<file path="src/rtl/ptts_pkg.sv">
package ptts_pkg;

   localparam int REQ_W   = 3;
   localparam int IDX_W   = 5;
   localparam int FIELD_W = 16;
   localparam int KIND_W  = 3;

   localparam logic [REQ_W-1:0] REQ_TICK     = 3'd0;
   localparam logic [REQ_W-1:0] REQ_CREATE   = 3'd1;
   localparam logic [REQ_W-1:0] REQ_DELETE   = 3'd2;
   localparam logic [REQ_W-1:0] REQ_SUSPEND  = 3'd3;
   localparam logic [REQ_W-1:0] REQ_RESUME   = 3'd4;
   localparam logic [REQ_W-1:0] REQ_DISPATCH = 3'd5;

   localparam logic [KIND_W-1:0] KIND_DONE     = 3'd0;
   localparam logic [KIND_W-1:0] KIND_CREATED  = 3'd1;
   localparam logic [KIND_W-1:0] KIND_FULL     = 3'd2;
   localparam logic [KIND_W-1:0] KIND_DISPATCH = 3'd3;
   localparam logic [KIND_W-1:0] KIND_NONE     = 3'd4;

   localparam logic [2:0] TC_NONE     = 3'd0;
   localparam logic [2:0] TC_TICK     = 3'd1;
   localparam logic [2:0] TC_CREATE   = 3'd2;
   localparam logic [2:0] TC_DELETE   = 3'd3;
   localparam logic [2:0] TC_SUSPEND  = 3'd4;
   localparam logic [2:0] TC_RESUME   = 3'd5;
   localparam logic [2:0] TC_DISPATCH = 3'd6;

   typedef struct packed {
      logic [2:0]         op;
      logic [IDX_W-1:0]   index;
      logic [FIELD_W-1:0] delay;
      logic [FIELD_W-1:0] period;
   } slot_cmd_type;

endpackage

</file>
<file path="src/rtl/ptts_req_if.sv">
interface ptts_req_if;
   logic                            valid;
   logic                            ready;
   logic [ptts_pkg::REQ_W-1:0]      req_type;
   logic [ptts_pkg::IDX_W-1:0]      task_index;
   logic [ptts_pkg::FIELD_W-1:0]    start_delay;
   logic [ptts_pkg::FIELD_W-1:0]    period;

   modport source (output valid, output req_type, output task_index, output start_delay,
                   output period, input ready);
   modport sink (input valid, input req_type, input task_index, input start_delay,
                 input period, output ready);
endinterface

</file>
<file path="src/rtl/ptts_rsp_if.sv">
interface ptts_rsp_if;
   logic                            valid;
   logic                            ready;
   logic [ptts_pkg::KIND_W-1:0]     result_kind;
   logic [ptts_pkg::IDX_W-1:0]      slot;
   logic                            was_one_shot;
   logic                            last;

   modport source (output valid, output result_kind, output slot, output was_one_shot,
                   output last, input ready);
   modport sink (input valid, input result_kind, input slot, input was_one_shot,
                 input last, output ready);
endinterface

</file>
<file path="src/rtl/ptts_slot_table.sv">
module ptts_slot_table #(
   parameter int NUM_TASKS  = 16,
   parameter int COUNT_BITS = 16
) (
   input  logic                   clock,
   input  logic                   reset,
   input  ptts_pkg::slot_cmd_type cmd,
   output logic [NUM_TASKS-1:0]   used,
   output logic [NUM_TASKS-1:0]   qual,
   output logic                   period_zero
);

   localparam int SLOT_W = (NUM_TASKS > 1) ? $clog2(NUM_TASKS) : 1;

   logic [NUM_TASKS-1:0]  used_ff, used_in;
   logic [NUM_TASKS-1:0]  running_ff, running_in;
   logic [NUM_TASKS-1:0]  ready_ff, ready_in;
   logic [COUNT_BITS-1:0] cd_ff [NUM_TASKS];
   logic [COUNT_BITS-1:0] per_ff [NUM_TASKS];
   logic [COUNT_BITS-1:0] cd_in, per_in;
   logic                  cd_we, per_we;

   logic [SLOT_W-1:0]     sel;
   logic                  in_range;
   logic [COUNT_BITS-1:0] cur_cd, cur_per, base;

   assign sel      = cmd.index[SLOT_W-1:0];
   assign in_range = cmd.index < ptts_pkg::IDX_W'(NUM_TASKS);
   assign cur_cd   = cd_ff[sel];
   assign cur_per  = per_ff[sel];

   // shared reload/decrement unit
   assign base = (cur_cd == '0) ? cur_per : cur_cd;

   always_comb begin
      used_in    = used_ff;
      running_in = running_ff;
      ready_in   = ready_ff;
      cd_we      = 1'b0;
      per_we     = 1'b0;
      cd_in      = base - COUNT_BITS'(1);
      per_in     = COUNT_BITS'(cmd.period);
      if (in_range) begin
         case (cmd.op)
            ptts_pkg::TC_TICK: begin
               if (used_ff[sel]) begin
                  cd_we = 1'b1;
                  if (cur_cd == '0) begin
                     ready_in[sel] = 1'b1;
                  end
               end
            end
            ptts_pkg::TC_CREATE: begin
               used_in[sel]    = 1'b1;
               running_in[sel] = 1'b1;
               ready_in[sel]   = 1'b0;
               cd_we           = 1'b1;
               per_we          = 1'b1;
               cd_in           = COUNT_BITS'(cmd.delay);
            end
            ptts_pkg::TC_DELETE: begin
               used_in[sel]    = 1'b0;
               running_in[sel] = 1'b0;
               ready_in[sel]   = 1'b0;
            end
            ptts_pkg::TC_SUSPEND: begin
               running_in[sel] = 1'b0;
            end
            ptts_pkg::TC_RESUME: begin
               running_in[sel] = 1'b1;
            end
            ptts_pkg::TC_DISPATCH: begin
               ready_in[sel] = 1'b0;
               if (cur_per == '0) begin
                  used_in[sel]    = 1'b0;
                  running_in[sel] = 1'b0;
               end
            end
            default: begin
            end
         endcase
      end
   end

   always_ff @(posedge clock) begin
      if (reset) begin
         used_ff    <= '0;
         running_ff <= '0;
         ready_ff   <= '0;
      end else begin
         used_ff    <= used_in;
         running_ff <= running_in;
         ready_ff   <= ready_in;
      end
   end

   always_ff @(posedge clock) begin
      if (cd_we) begin
         cd_ff[sel] <= cd_in;
      end
      if (per_we) begin
         per_ff[sel] <= per_in;
      end
   end

   assign used        = used_ff;
   assign qual        = ready_ff & running_ff;
   assign period_zero = (cur_per == '0);

endmodule

</file>
<file path="src/rtl/periodic_task_tick_scheduler_unit.sv">
// channel   dir  handshake      payload
// req_bus   in   valid/ready    req_type, task_index, start_delay, period
// rsp_bus   out  valid/ready    result_kind, slot, was_one_shot, last
//
// tick and create walk the slot table one slot per cycle; create stops at the first free slot
// dispatch walks it the same way and emits one result per ready slot it passes
// delete, suspend, resume and nothing-ready dispatch skip the walk and go straight to the result state
// a full result register stalls the walk at the next slot that must emit
// synchronous reset frees every slot; no request is taken while an item is in progress
module periodic_task_tick_scheduler_unit #(
   parameter int NUM_TASKS  = 16,
   parameter int COUNT_BITS = 16
) (
   input  logic      clock,
   input  logic      reset,
   ptts_req_if.sink  req_bus,
   ptts_rsp_if.source rsp_bus
);

   localparam int SLOT_W = (NUM_TASKS > 1) ? $clog2(NUM_TASKS) : 1;
   localparam logic [SLOT_W-1:0] LAST_SLOT = SLOT_W'(NUM_TASKS - 1);
   localparam logic [ptts_pkg::IDX_W-1:0] NONE_SLOT = ptts_pkg::IDX_W'(NUM_TASKS);

   localparam logic [1:0] S_IDLE = 2'd0;
   localparam logic [1:0] S_SCAN = 2'd1;
   localparam logic [1:0] S_DONE = 2'd2;

   logic [1:0]                     state_ff, state_in;
   logic [ptts_pkg::REQ_W-1:0]     op_ff, op_in;
   logic [ptts_pkg::FIELD_W-1:0]   delay_ff, delay_in;
   logic [ptts_pkg::FIELD_W-1:0]   period_ff, period_in;
   logic [SLOT_W-1:0]              cnt_ff, cnt_in;
   logic [ptts_pkg::KIND_W-1:0]    pend_kind_ff, pend_kind_in;
   logic [ptts_pkg::IDX_W-1:0]     pend_slot_ff, pend_slot_in;

   logic                           rsp_valid_ff;
   logic [ptts_pkg::KIND_W-1:0]    rsp_kind_ff;
   logic [ptts_pkg::IDX_W-1:0]     rsp_slot_ff;
   logic                           rsp_one_ff;
   logic                           rsp_last_ff;

   logic                           emit;
   logic [ptts_pkg::KIND_W-1:0]    emit_kind;
   logic [ptts_pkg::IDX_W-1:0]     emit_slot;
   logic                           emit_one;
   logic                           emit_last;

   ptts_pkg::slot_cmd_type         cmd;
   logic [NUM_TASKS-1:0]           used, qual;
   logic                           period_zero;
   logic                           rsp_free;
   logic                           more;

   ptts_slot_table #(
      .NUM_TASKS  (NUM_TASKS),
      .COUNT_BITS (COUNT_BITS)
   ) u_table (
      .clock       (clock),
      .reset       (reset),
      .cmd         (cmd),
      .used        (used),
      .qual        (qual),
      .period_zero (period_zero)
   );

   assign rsp_free      = !rsp_valid_ff || rsp_bus.ready;
   assign req_bus.ready = (state_ff == S_IDLE);

   // any ready slot above the current one
   always_comb begin
      more = 1'b0;
      for (int j = 0; j < NUM_TASKS; j++) begin
         if ((SLOT_W'(j) > cnt_ff) && qual[j]) begin
            more = 1'b1;
         end
      end
   end

   always_comb begin
      state_in     = state_ff;
      op_in        = op_ff;
      delay_in     = delay_ff;
      period_in    = period_ff;
      cnt_in       = cnt_ff;
      pend_kind_in = pend_kind_ff;
      pend_slot_in = pend_slot_ff;
      emit         = 1'b0;
      emit_kind    = ptts_pkg::KIND_DONE;
      emit_slot    = '0;
      emit_one     = 1'b0;
      emit_last    = 1'b1;
      cmd.op       = ptts_pkg::TC_NONE;
      cmd.index    = ptts_pkg::IDX_W'(cnt_ff);
      cmd.delay    = delay_ff;
      cmd.period   = period_ff;
      case (state_ff)
         S_IDLE: begin
            if (req_bus.valid) begin
               op_in        = req_bus.req_type;
               delay_in     = req_bus.start_delay;
               period_in    = req_bus.period;
               cnt_in       = '0;
               pend_kind_in = ptts_pkg::KIND_DONE;
               pend_slot_in = '0;
               cmd.index    = req_bus.task_index;
               state_in     = S_DONE;
               case (req_bus.req_type)
                  ptts_pkg::REQ_TICK,
                  ptts_pkg::REQ_CREATE: begin
                     state_in = S_SCAN;
                  end
                  ptts_pkg::REQ_DELETE: begin
                     cmd.op = ptts_pkg::TC_DELETE;
                  end
                  ptts_pkg::REQ_SUSPEND: begin
                     cmd.op = ptts_pkg::TC_SUSPEND;
                  end
                  ptts_pkg::REQ_RESUME: begin
                     cmd.op = ptts_pkg::TC_RESUME;
                  end
                  ptts_pkg::REQ_DISPATCH: begin
                     if (qual == '0) begin
                        pend_kind_in = ptts_pkg::KIND_NONE;
                        pend_slot_in = NONE_SLOT;
                     end else begin
                        state_in = S_SCAN;
                     end
                  end
                  default: begin
                  end
               endcase
            end
         end
         S_SCAN: begin
            case (op_ff)
               ptts_pkg::REQ_TICK: begin
                  cmd.op = ptts_pkg::TC_TICK;
                  if (cnt_ff == LAST_SLOT) begin
                     pend_kind_in = ptts_pkg::KIND_DONE;
                     pend_slot_in = '0;
                     state_in     = S_DONE;
                  end else begin
                     cnt_in = SLOT_W'(cnt_ff + 1'b1);
                  end
               end
               ptts_pkg::REQ_CREATE: begin
                  if (!used[cnt_ff]) begin
                     if (rsp_free) begin
                        cmd.op    = ptts_pkg::TC_CREATE;
                        emit      = 1'b1;
                        emit_kind = ptts_pkg::KIND_CREATED;
                        emit_slot = ptts_pkg::IDX_W'(cnt_ff);
                        state_in  = S_IDLE;
                     end
                  end else if (cnt_ff == LAST_SLOT) begin
                     pend_kind_in = ptts_pkg::KIND_FULL;
                     pend_slot_in = NONE_SLOT;
                     state_in     = S_DONE;
                  end else begin
                     cnt_in = SLOT_W'(cnt_ff + 1'b1);
                  end
               end
               default: begin
                  if (qual[cnt_ff]) begin
                     if (rsp_free) begin
                        cmd.op    = ptts_pkg::TC_DISPATCH;
                        emit      = 1'b1;
                        emit_kind = ptts_pkg::KIND_DISPATCH;
                        emit_slot = ptts_pkg::IDX_W'(cnt_ff);
                        emit_one  = period_zero;
                        emit_last = !more;
                        if (more) begin
                           cnt_in = SLOT_W'(cnt_ff + 1'b1);
                        end else begin
                           state_in = S_IDLE;
                        end
                     end
                  end else begin
                     cnt_in = SLOT_W'(cnt_ff + 1'b1);
                  end
               end
            endcase
         end
         S_DONE: begin
            if (rsp_free) begin
               emit      = 1'b1;
               emit_kind = pend_kind_ff;
               emit_slot = pend_slot_ff;
               state_in  = S_IDLE;
            end
         end
         default: begin
            state_in = S_IDLE;
         end
      endcase
   end

   always_ff @(posedge clock) begin
      if (reset) begin
         state_ff     <= S_IDLE;
         rsp_valid_ff <= 1'b0;
      end else begin
         state_ff <= state_in;
         if (emit) begin
            rsp_valid_ff <= 1'b1;
         end else if (rsp_bus.ready) begin
            rsp_valid_ff <= 1'b0;
         end
      end
   end

   always_ff @(posedge clock) begin
      op_ff        <= op_in;
      delay_ff     <= delay_in;
      period_ff    <= period_in;
      cnt_ff       <= cnt_in;
      pend_kind_ff <= pend_kind_in;
      pend_slot_ff <= pend_slot_in;
      if (emit) begin
         rsp_kind_ff <= emit_kind;
         rsp_slot_ff <= emit_slot;
         rsp_one_ff  <= emit_one;
         rsp_last_ff <= emit_last;
      end
   end

   assign rsp_bus.valid        = rsp_valid_ff;
   assign rsp_bus.result_kind  = rsp_kind_ff;
   assign rsp_bus.slot         = rsp_slot_ff;
   assign rsp_bus.was_one_shot = rsp_one_ff;
   assign rsp_bus.last         = rsp_last_ff;

endmodule
</file>
<file path="src/flat_wrapper.sv">
// flat-port wrapper written by rule: the top's interface ports become plain ports
module periodic_task_tick_scheduler_unit_flat 
#(
   parameter int NUM_TASKS  = 16,
   parameter int COUNT_BITS = 16
)
  (clock, reset, req_bus_valid, req_bus_req_type, req_bus_task_index, req_bus_start_delay, req_bus_period, req_bus_ready, rsp_bus_valid, rsp_bus_result_kind, rsp_bus_slot, rsp_bus_was_one_shot, rsp_bus_last, rsp_bus_ready);
  ptts_req_if req_bus_i ();
  ptts_rsp_if rsp_bus_i ();
  input  logic clock;
  input  logic reset;
  input wire logic [$bits(req_bus_i.valid)-1:0] req_bus_valid;
  input wire logic [$bits(req_bus_i.req_type)-1:0] req_bus_req_type;
  input wire logic [$bits(req_bus_i.task_index)-1:0] req_bus_task_index;
  input wire logic [$bits(req_bus_i.start_delay)-1:0] req_bus_start_delay;
  input wire logic [$bits(req_bus_i.period)-1:0] req_bus_period;
  output wire logic [$bits(req_bus_i.ready)-1:0] req_bus_ready;
  output wire logic [$bits(rsp_bus_i.valid)-1:0] rsp_bus_valid;
  output wire logic [$bits(rsp_bus_i.result_kind)-1:0] rsp_bus_result_kind;
  output wire logic [$bits(rsp_bus_i.slot)-1:0] rsp_bus_slot;
  output wire logic [$bits(rsp_bus_i.was_one_shot)-1:0] rsp_bus_was_one_shot;
  output wire logic [$bits(rsp_bus_i.last)-1:0] rsp_bus_last;
  input wire logic [$bits(rsp_bus_i.ready)-1:0] rsp_bus_ready;
  assign req_bus_i.valid = req_bus_valid;
  assign req_bus_i.req_type = req_bus_req_type;
  assign req_bus_i.task_index = req_bus_task_index;
  assign req_bus_i.start_delay = req_bus_start_delay;
  assign req_bus_i.period = req_bus_period;
  assign req_bus_ready = req_bus_i.ready;
  assign rsp_bus_valid = rsp_bus_i.valid;
  assign rsp_bus_result_kind = rsp_bus_i.result_kind;
  assign rsp_bus_slot = rsp_bus_i.slot;
  assign rsp_bus_was_one_shot = rsp_bus_i.was_one_shot;
  assign rsp_bus_last = rsp_bus_i.last;
  assign rsp_bus_i.ready = rsp_bus_ready;
  periodic_task_tick_scheduler_unit #(.NUM_TASKS(NUM_TASKS), .COUNT_BITS(COUNT_BITS)) u_core (.clock(clock), .reset(reset), .req_bus(req_bus_i), .rsp_bus(rsp_bus_i));
endmodule
</file>
<file path="config.mk">
export PLATFORM = sky130hd
export DESIGN_NAME = periodic_task_tick_scheduler_unit_flat
export DESIGN_NICKNAME = d
export VERILOG_FILES = /design/src/rtl/ptts_pkg.sv /design/src/rtl/ptts_req_if.sv /design/src/rtl/ptts_rsp_if.sv /design/src/rtl/ptts_slot_table.sv /design/src/rtl/periodic_task_tick_scheduler_unit.sv /design/src/flat_wrapper.sv
export SDC_FILE = /design/constraint.sdc
export NUM_CORES = 1
export LEC_CHECK = 0
export ABC_CLOCK_PERIOD_IN_PS = 17800
export BUFFER_PORTS_ARGS = -buffer_cell sky130_fd_sc_hd__clkbuf_2
export CORE_ASPECT_RATIO = 2
export CORE_MARGIN = 2
export CORE_UTILIZATION = 65
export DETAILED_ROUTE_END_ITERATION = 12
export PLACE_DENSITY = 0.82
export SLEW_MARGIN = 20
export SYNTH_ARGS = -nofsm -noshare
export SYNTH_HDL_FRONTEND = slang
export SYNTH_HIERARCHICAL = 1
export SYNTH_SLANG_ARGS = --single-unit
</file>
<file path="constraint.sdc">
create_clock -name clock -period 17.8 [get_ports clock]
set_input_delay 2.67 -clock clock [delete_from_list [all_inputs] [get_ports clock]]
set_output_delay 2.67 -clock clock [all_outputs]
set_load 0.01 [all_outputs]
</file>
== Word level (Yosys, flattened, before mapping) ==
Memory sizes are Yosys's and may differ from the RTL's.
Cells that the tools add are included.
Storage, ports and cells
  output and inout port bits: 12
  memories: 2
  logic and storage cells: 228
  register bits after elaboration: 108
  bits in writable memories: 512
Memories
  u_core.u_table.cd_ff: words 16, width 16, read ports 1, clocked after memory_dff 0, write ports 1, RTL line ptts_slot_table.sv:18  | logic [COUNT_BITS-1:0] cd_ff [NUM_TASKS];
  u_core.u_table.per_ff: words 16, width 16, read ports 1, clocked after memory_dff 0, write ports 1, RTL line ptts_slot_table.sv:19  | logic [COUNT_BITS-1:0] per_ff [NUM_TASKS];
Cells by class
  reductions and logical operators: 43
  bitwise gates (word level): 11
  add/subtract/negate cells: 2
  multiplexer cells: 107
  magnitude comparators: 20
  eq/ne operators: 28
Operators by type and width (number)
  $mux W16: 7
  $pmux W16 S3: 2
  $and A16 B16 Y16: 4
  $mux W5: 10
  $logic_not A16 Y1: 3
  $or A16 B16 Y16: 3
  $pmux W5 S2: 4
  $mux W3: 12
  $pmux W3 S2: 6
  $mux W1: 34
  $gt A4 B4 Y1 const A: 8
  $pmux W16 S2: 1
  $mux W4: 7
  $mux W2: 10
  $logic_and A1 B1 Y1: 17
  $gt A3 B4 Y1 const A: 4
  $not A16 Y16: 1
  $pmux W4 S2: 2
  $sub A16 B1 Y16 const B: 1
  $eq A3 B3 Y1 const B: 5
  $bmux W1 S4: 3
  $eq A3 B2 Y1 const B: 4
  $lt A4 B5 Y1 const B: 2
  $ne A5 B4 Y1 const B: 2
  other kinds (36): 59

== Depth between registers and ports, before layout ==
  word-level depth: 23
  gate-level depth with buffers: 25
  mapped depth without buffers: 19

== Cells and area by module ==
The synthesis kept the hierarchy.
By module, submodules not included
  ptts_slot_table: area an instance 22796.9 sq um, times used 1, seq. area each 16335.7 sq um, cells each 1248
  periodic_task_tick_scheduler_unit: area an instance 2852.7 sq um, times used 1, seq. area each 1621.6 sq um, cells each 227

== Least setup slack after synthesis ==
No wires, ideal clock.
  kind: input to register
  start point: in req_bus_valid
  end point: mem u_core.u_table.cd_ff[0][10], data pin
  library setup time: 0.341 ns
  stages on the path: 21
  arrival: 8.142 ns
  data required time: 17.459 ns
  path slack: 9.317 ns
  cells stage by stage: nand2_1 inv_1 nand2_1 o21ai_0 buf_2 buf_2 clkbuf_1 buf_1 mux4_2 a221oi_2 nand3_1 nor4_4 and2_0 clkbuf_1 a21oi_1 ha_1 o2111ai_1 nor3_1 nand4_1 a21oi_1 o31ai_1
RTL lines
  from (decl): RTL line flat_wrapper.sv:12  | input wire logic [$bits(req_bus_i.valid)-1:0] req_bus_valid;
  to (decl): RTL line ptts_slot_table.sv:18

==> impl_metrics.ini <==
[outcome]
status = finished, final reports clean

[cells_and_area]
area_growth_pct = 10.6
drive_gt1_frac = 0.264
utilization = 0.724
antennaDiodeCount = 0
final_area_um2 = 28400
final_nets = 1600

[timing]
setup_violations = 0
finalCriticalPeriod_ns = 9.88
max_slew_margin = 0.271
min_period_over_period = 0.555
hold_viol = 0
worst_pin_slew_ns = 1.09
clock_skew_ns = 0.0160
fmax_ghz = 0.101
drv_slew = 0
rsz0062_at_grt = false
fin_setup_tns_ns = 0

[power_and_ir_drop]
leakagePower_uw = 0.00909
worst_ir_drop_vdd_v = 0.000105
power.density_nw_per_um2 = 114

[global_route]
grtUsageTotal = 0.321
antenna_found_initial = 0
grt_pass1_vias = 15330
grt_pass1_wl_um = 94900
grt-ovfl-total = 0
grt_start_max_net_pins = 70

[placed_design]
dp_hpwl_um = 37200
io_buffers = 55
gp_congestion = 0.922
place_area_um2 = 26600

[logic_synthesis]
synth_nets = 1528
synth_flop_cell = edfxtp_1
synth_edf_count = 564
yosysSeqAreaShare = 0.700
ys.warnings.count = 6
syn-cell-area_um2 = 25600
ys_types = 83
post_synth.cell_area_avg_um2 = 17.4
synthArstFlopShare = 0
postSynthCellCount = 1475
synth-seq-cells = 615

[detailed_routing]
vias = 14927
vias_per_cell = 7.07
drtIter0Drc = 1817
route.detailed.drc = 0
postRouteAntennaNets = 0
drt-total-wl_um = 64300
wl_per_cell_um = 30.5
drtPass1Iterations = 6

[clocking]
cts_tree = done
cts-hold-fix-buffers = 0
cts_sinks = 615
cts_resized = 0
clk_pin_slew_ns = 0.06
cts_setup_buffers = 0
root_buffer = clkbuf_16
clockBufferDepth = 3
h-tree-depth = 2
cts_inserted_buffers = 50
clock_latency_ns = 0.58

[critical_path]
startpoint_type = input port
critPathKind = input port to flip-flop
required_ns = 18.04
end_kind = flip-flop
critical_path.max_fanout = 58
arrival_ns = 10.11

[floorplanning]
fp.coreArea_um2 = 39200
start_util = 0.655
die_h_um = 285
die_area_um2 = 41200
pin_count = 56
die_w_um = 144
fp-row-count = 103

[flow_run]
maxCapViolations = 0

[hold_path]
min_path_type = flip-flop to flip-flop
## final timing paths
path	startpoint	end	slack, ns	cells past startpoint
worst max-delay path	req_bus_valid	u_core/u_table/cd_ff[3][10]	7.92	22
worst min-delay path	flip-flop	flip-flop	0.46	2
worst max register to register	u_core/state_ff[1]	u_core/u_table/cd_ff[3][10]	9.28	23
worst min register to register	flip-flop	flip-flop	0.46	2
## kinds of logic (layout without fill, tap and decap cells)
group / count (synthesis) / in the layout / share of synthesized area
muxes: 166 / 166 / 0.136
xor gates and xnor gates: 11 / 11 / 0.00376
buffers and inverters: 102 / 213 / 0.0206
adders and majority gates: 9 / 9 / 0.00439
and+or+nand+nor: 347 / 347 / 0.0665
DFF: 615 / 615 / 0.700
AOI/OAI and AO/OA: 225 / 225 / 0.0686
## synth_stat cells (14+ instances only)
library cell	number	share of area
nor3_1	18	0.0035
mux2i_1	15	0.0059
nand3_1	23	0.0045
and2_1	20	0.0049
dfxtp_1	51	0.040
buf_2	14	0.0027
nand2_1	106	0.016
a22oi_1	26	0.0076
clkbuf_1	46	0.0067
o21ai_0	17	0.0033
a31oi_1	29	0.0071
a21oi_1	34	0.0066
mux4_2	142	0.12
a211oi_1	19	0.0056
edfxtp_1	564	0.66
buf_6	15	0.0066
nor2_1	89	0.013
## critical path: stages
cell and delay, ns:
clkbuf_2 0.12, nand2_1 0.18, inv_2 0.08, buf_4 0.60, nand2_1 0.20, o21ai_4 0.09, buf_4 0.53, buf_4 0.75
buf_4 0.73, mux4_2 0.43, a22oi_1 0.26, nand2_1 0.17, or3_1 0.52, nor4_4 0.35, and2_0 0.50, a21oi_1 0.18
ha_1 0.32, o2111ai_1 0.18, nor3_1 0.14, nand4_1 0.12, a21oi_1 0.08, o31ai_2 0.80
## area by class of cell
cell class / instances / area, um2
fill: 2320 / 10800
sequential: 615 / 18000
clock buffer: 62 / 1350
multi-input combinational: 758 / 7350
clock inverter: 29 / 315
inverter: 13 / 48.8
timing repair buffer: 109 / 684
tap: 525 / 657
## power by group
part	total [uW]	internal [uW]	switching, uW
Combinational	424	149	275
Clock	1120	628	496
Sequential	1680	1660	20.9
Total	3230	2430	792
## per-layer routing
layer | global-route usage | share of wire | vias up
li1 | - | - | 6152
met1 | 0.411 | 0.33 | 7535
met2 | 0.531 | 0.51 | 981
met3 | 0.0487 | 0.091 | 259
met4 | 0.173 | 0.066 | 0
met5 | 0 | 0 | -
## per-stage QoR
stage,hold slack (ns),cells,total power (uW),setup WS (ns)
3_5_place_dp,0.441,2017,2120,6.89
4_1_cts,0.456,2108,3230,7.34
2_1_floorplan,0.411,1475,1990,9.32
5_1_grt,0.477,2111,3310,7.39
3_3_place_gp,0.432,2017,2100,7.21
6_report,0.457,2111,3230,7.92
## flip-flops by register name, indices dropped and copies added, names as in the netlist, 3 cells and up, named ones only
| signal | count |
|---|---|
| u_core/rsp_bus.slot | 5 |
| u_core/cnt_ff | 4 |
| u_core/u_table/cd_ff | 256 |
| u_core/period_ff | 16 |
| u_core/op_ff | 3 |
| u_core/delay_ff | 16 |
| u_core/u_table/per_ff | 256 |
| u_core/rsp_bus.result_kind | 3 |
## layout by cell type (no fill, tap or decap), types with 31 or more instances in the layout
cell type / instances
dfxtp_1: 51
nor2_1: 55
nand2_1: 106
edfxtp_1: 564
clkbuf_2: 55
a21oi_1: 33
clkbuf_16: 51
buf_4: 51
mux4_2: 142
nor2_2: 31
No activity file was read; power rests on OpenSTA's default activity.
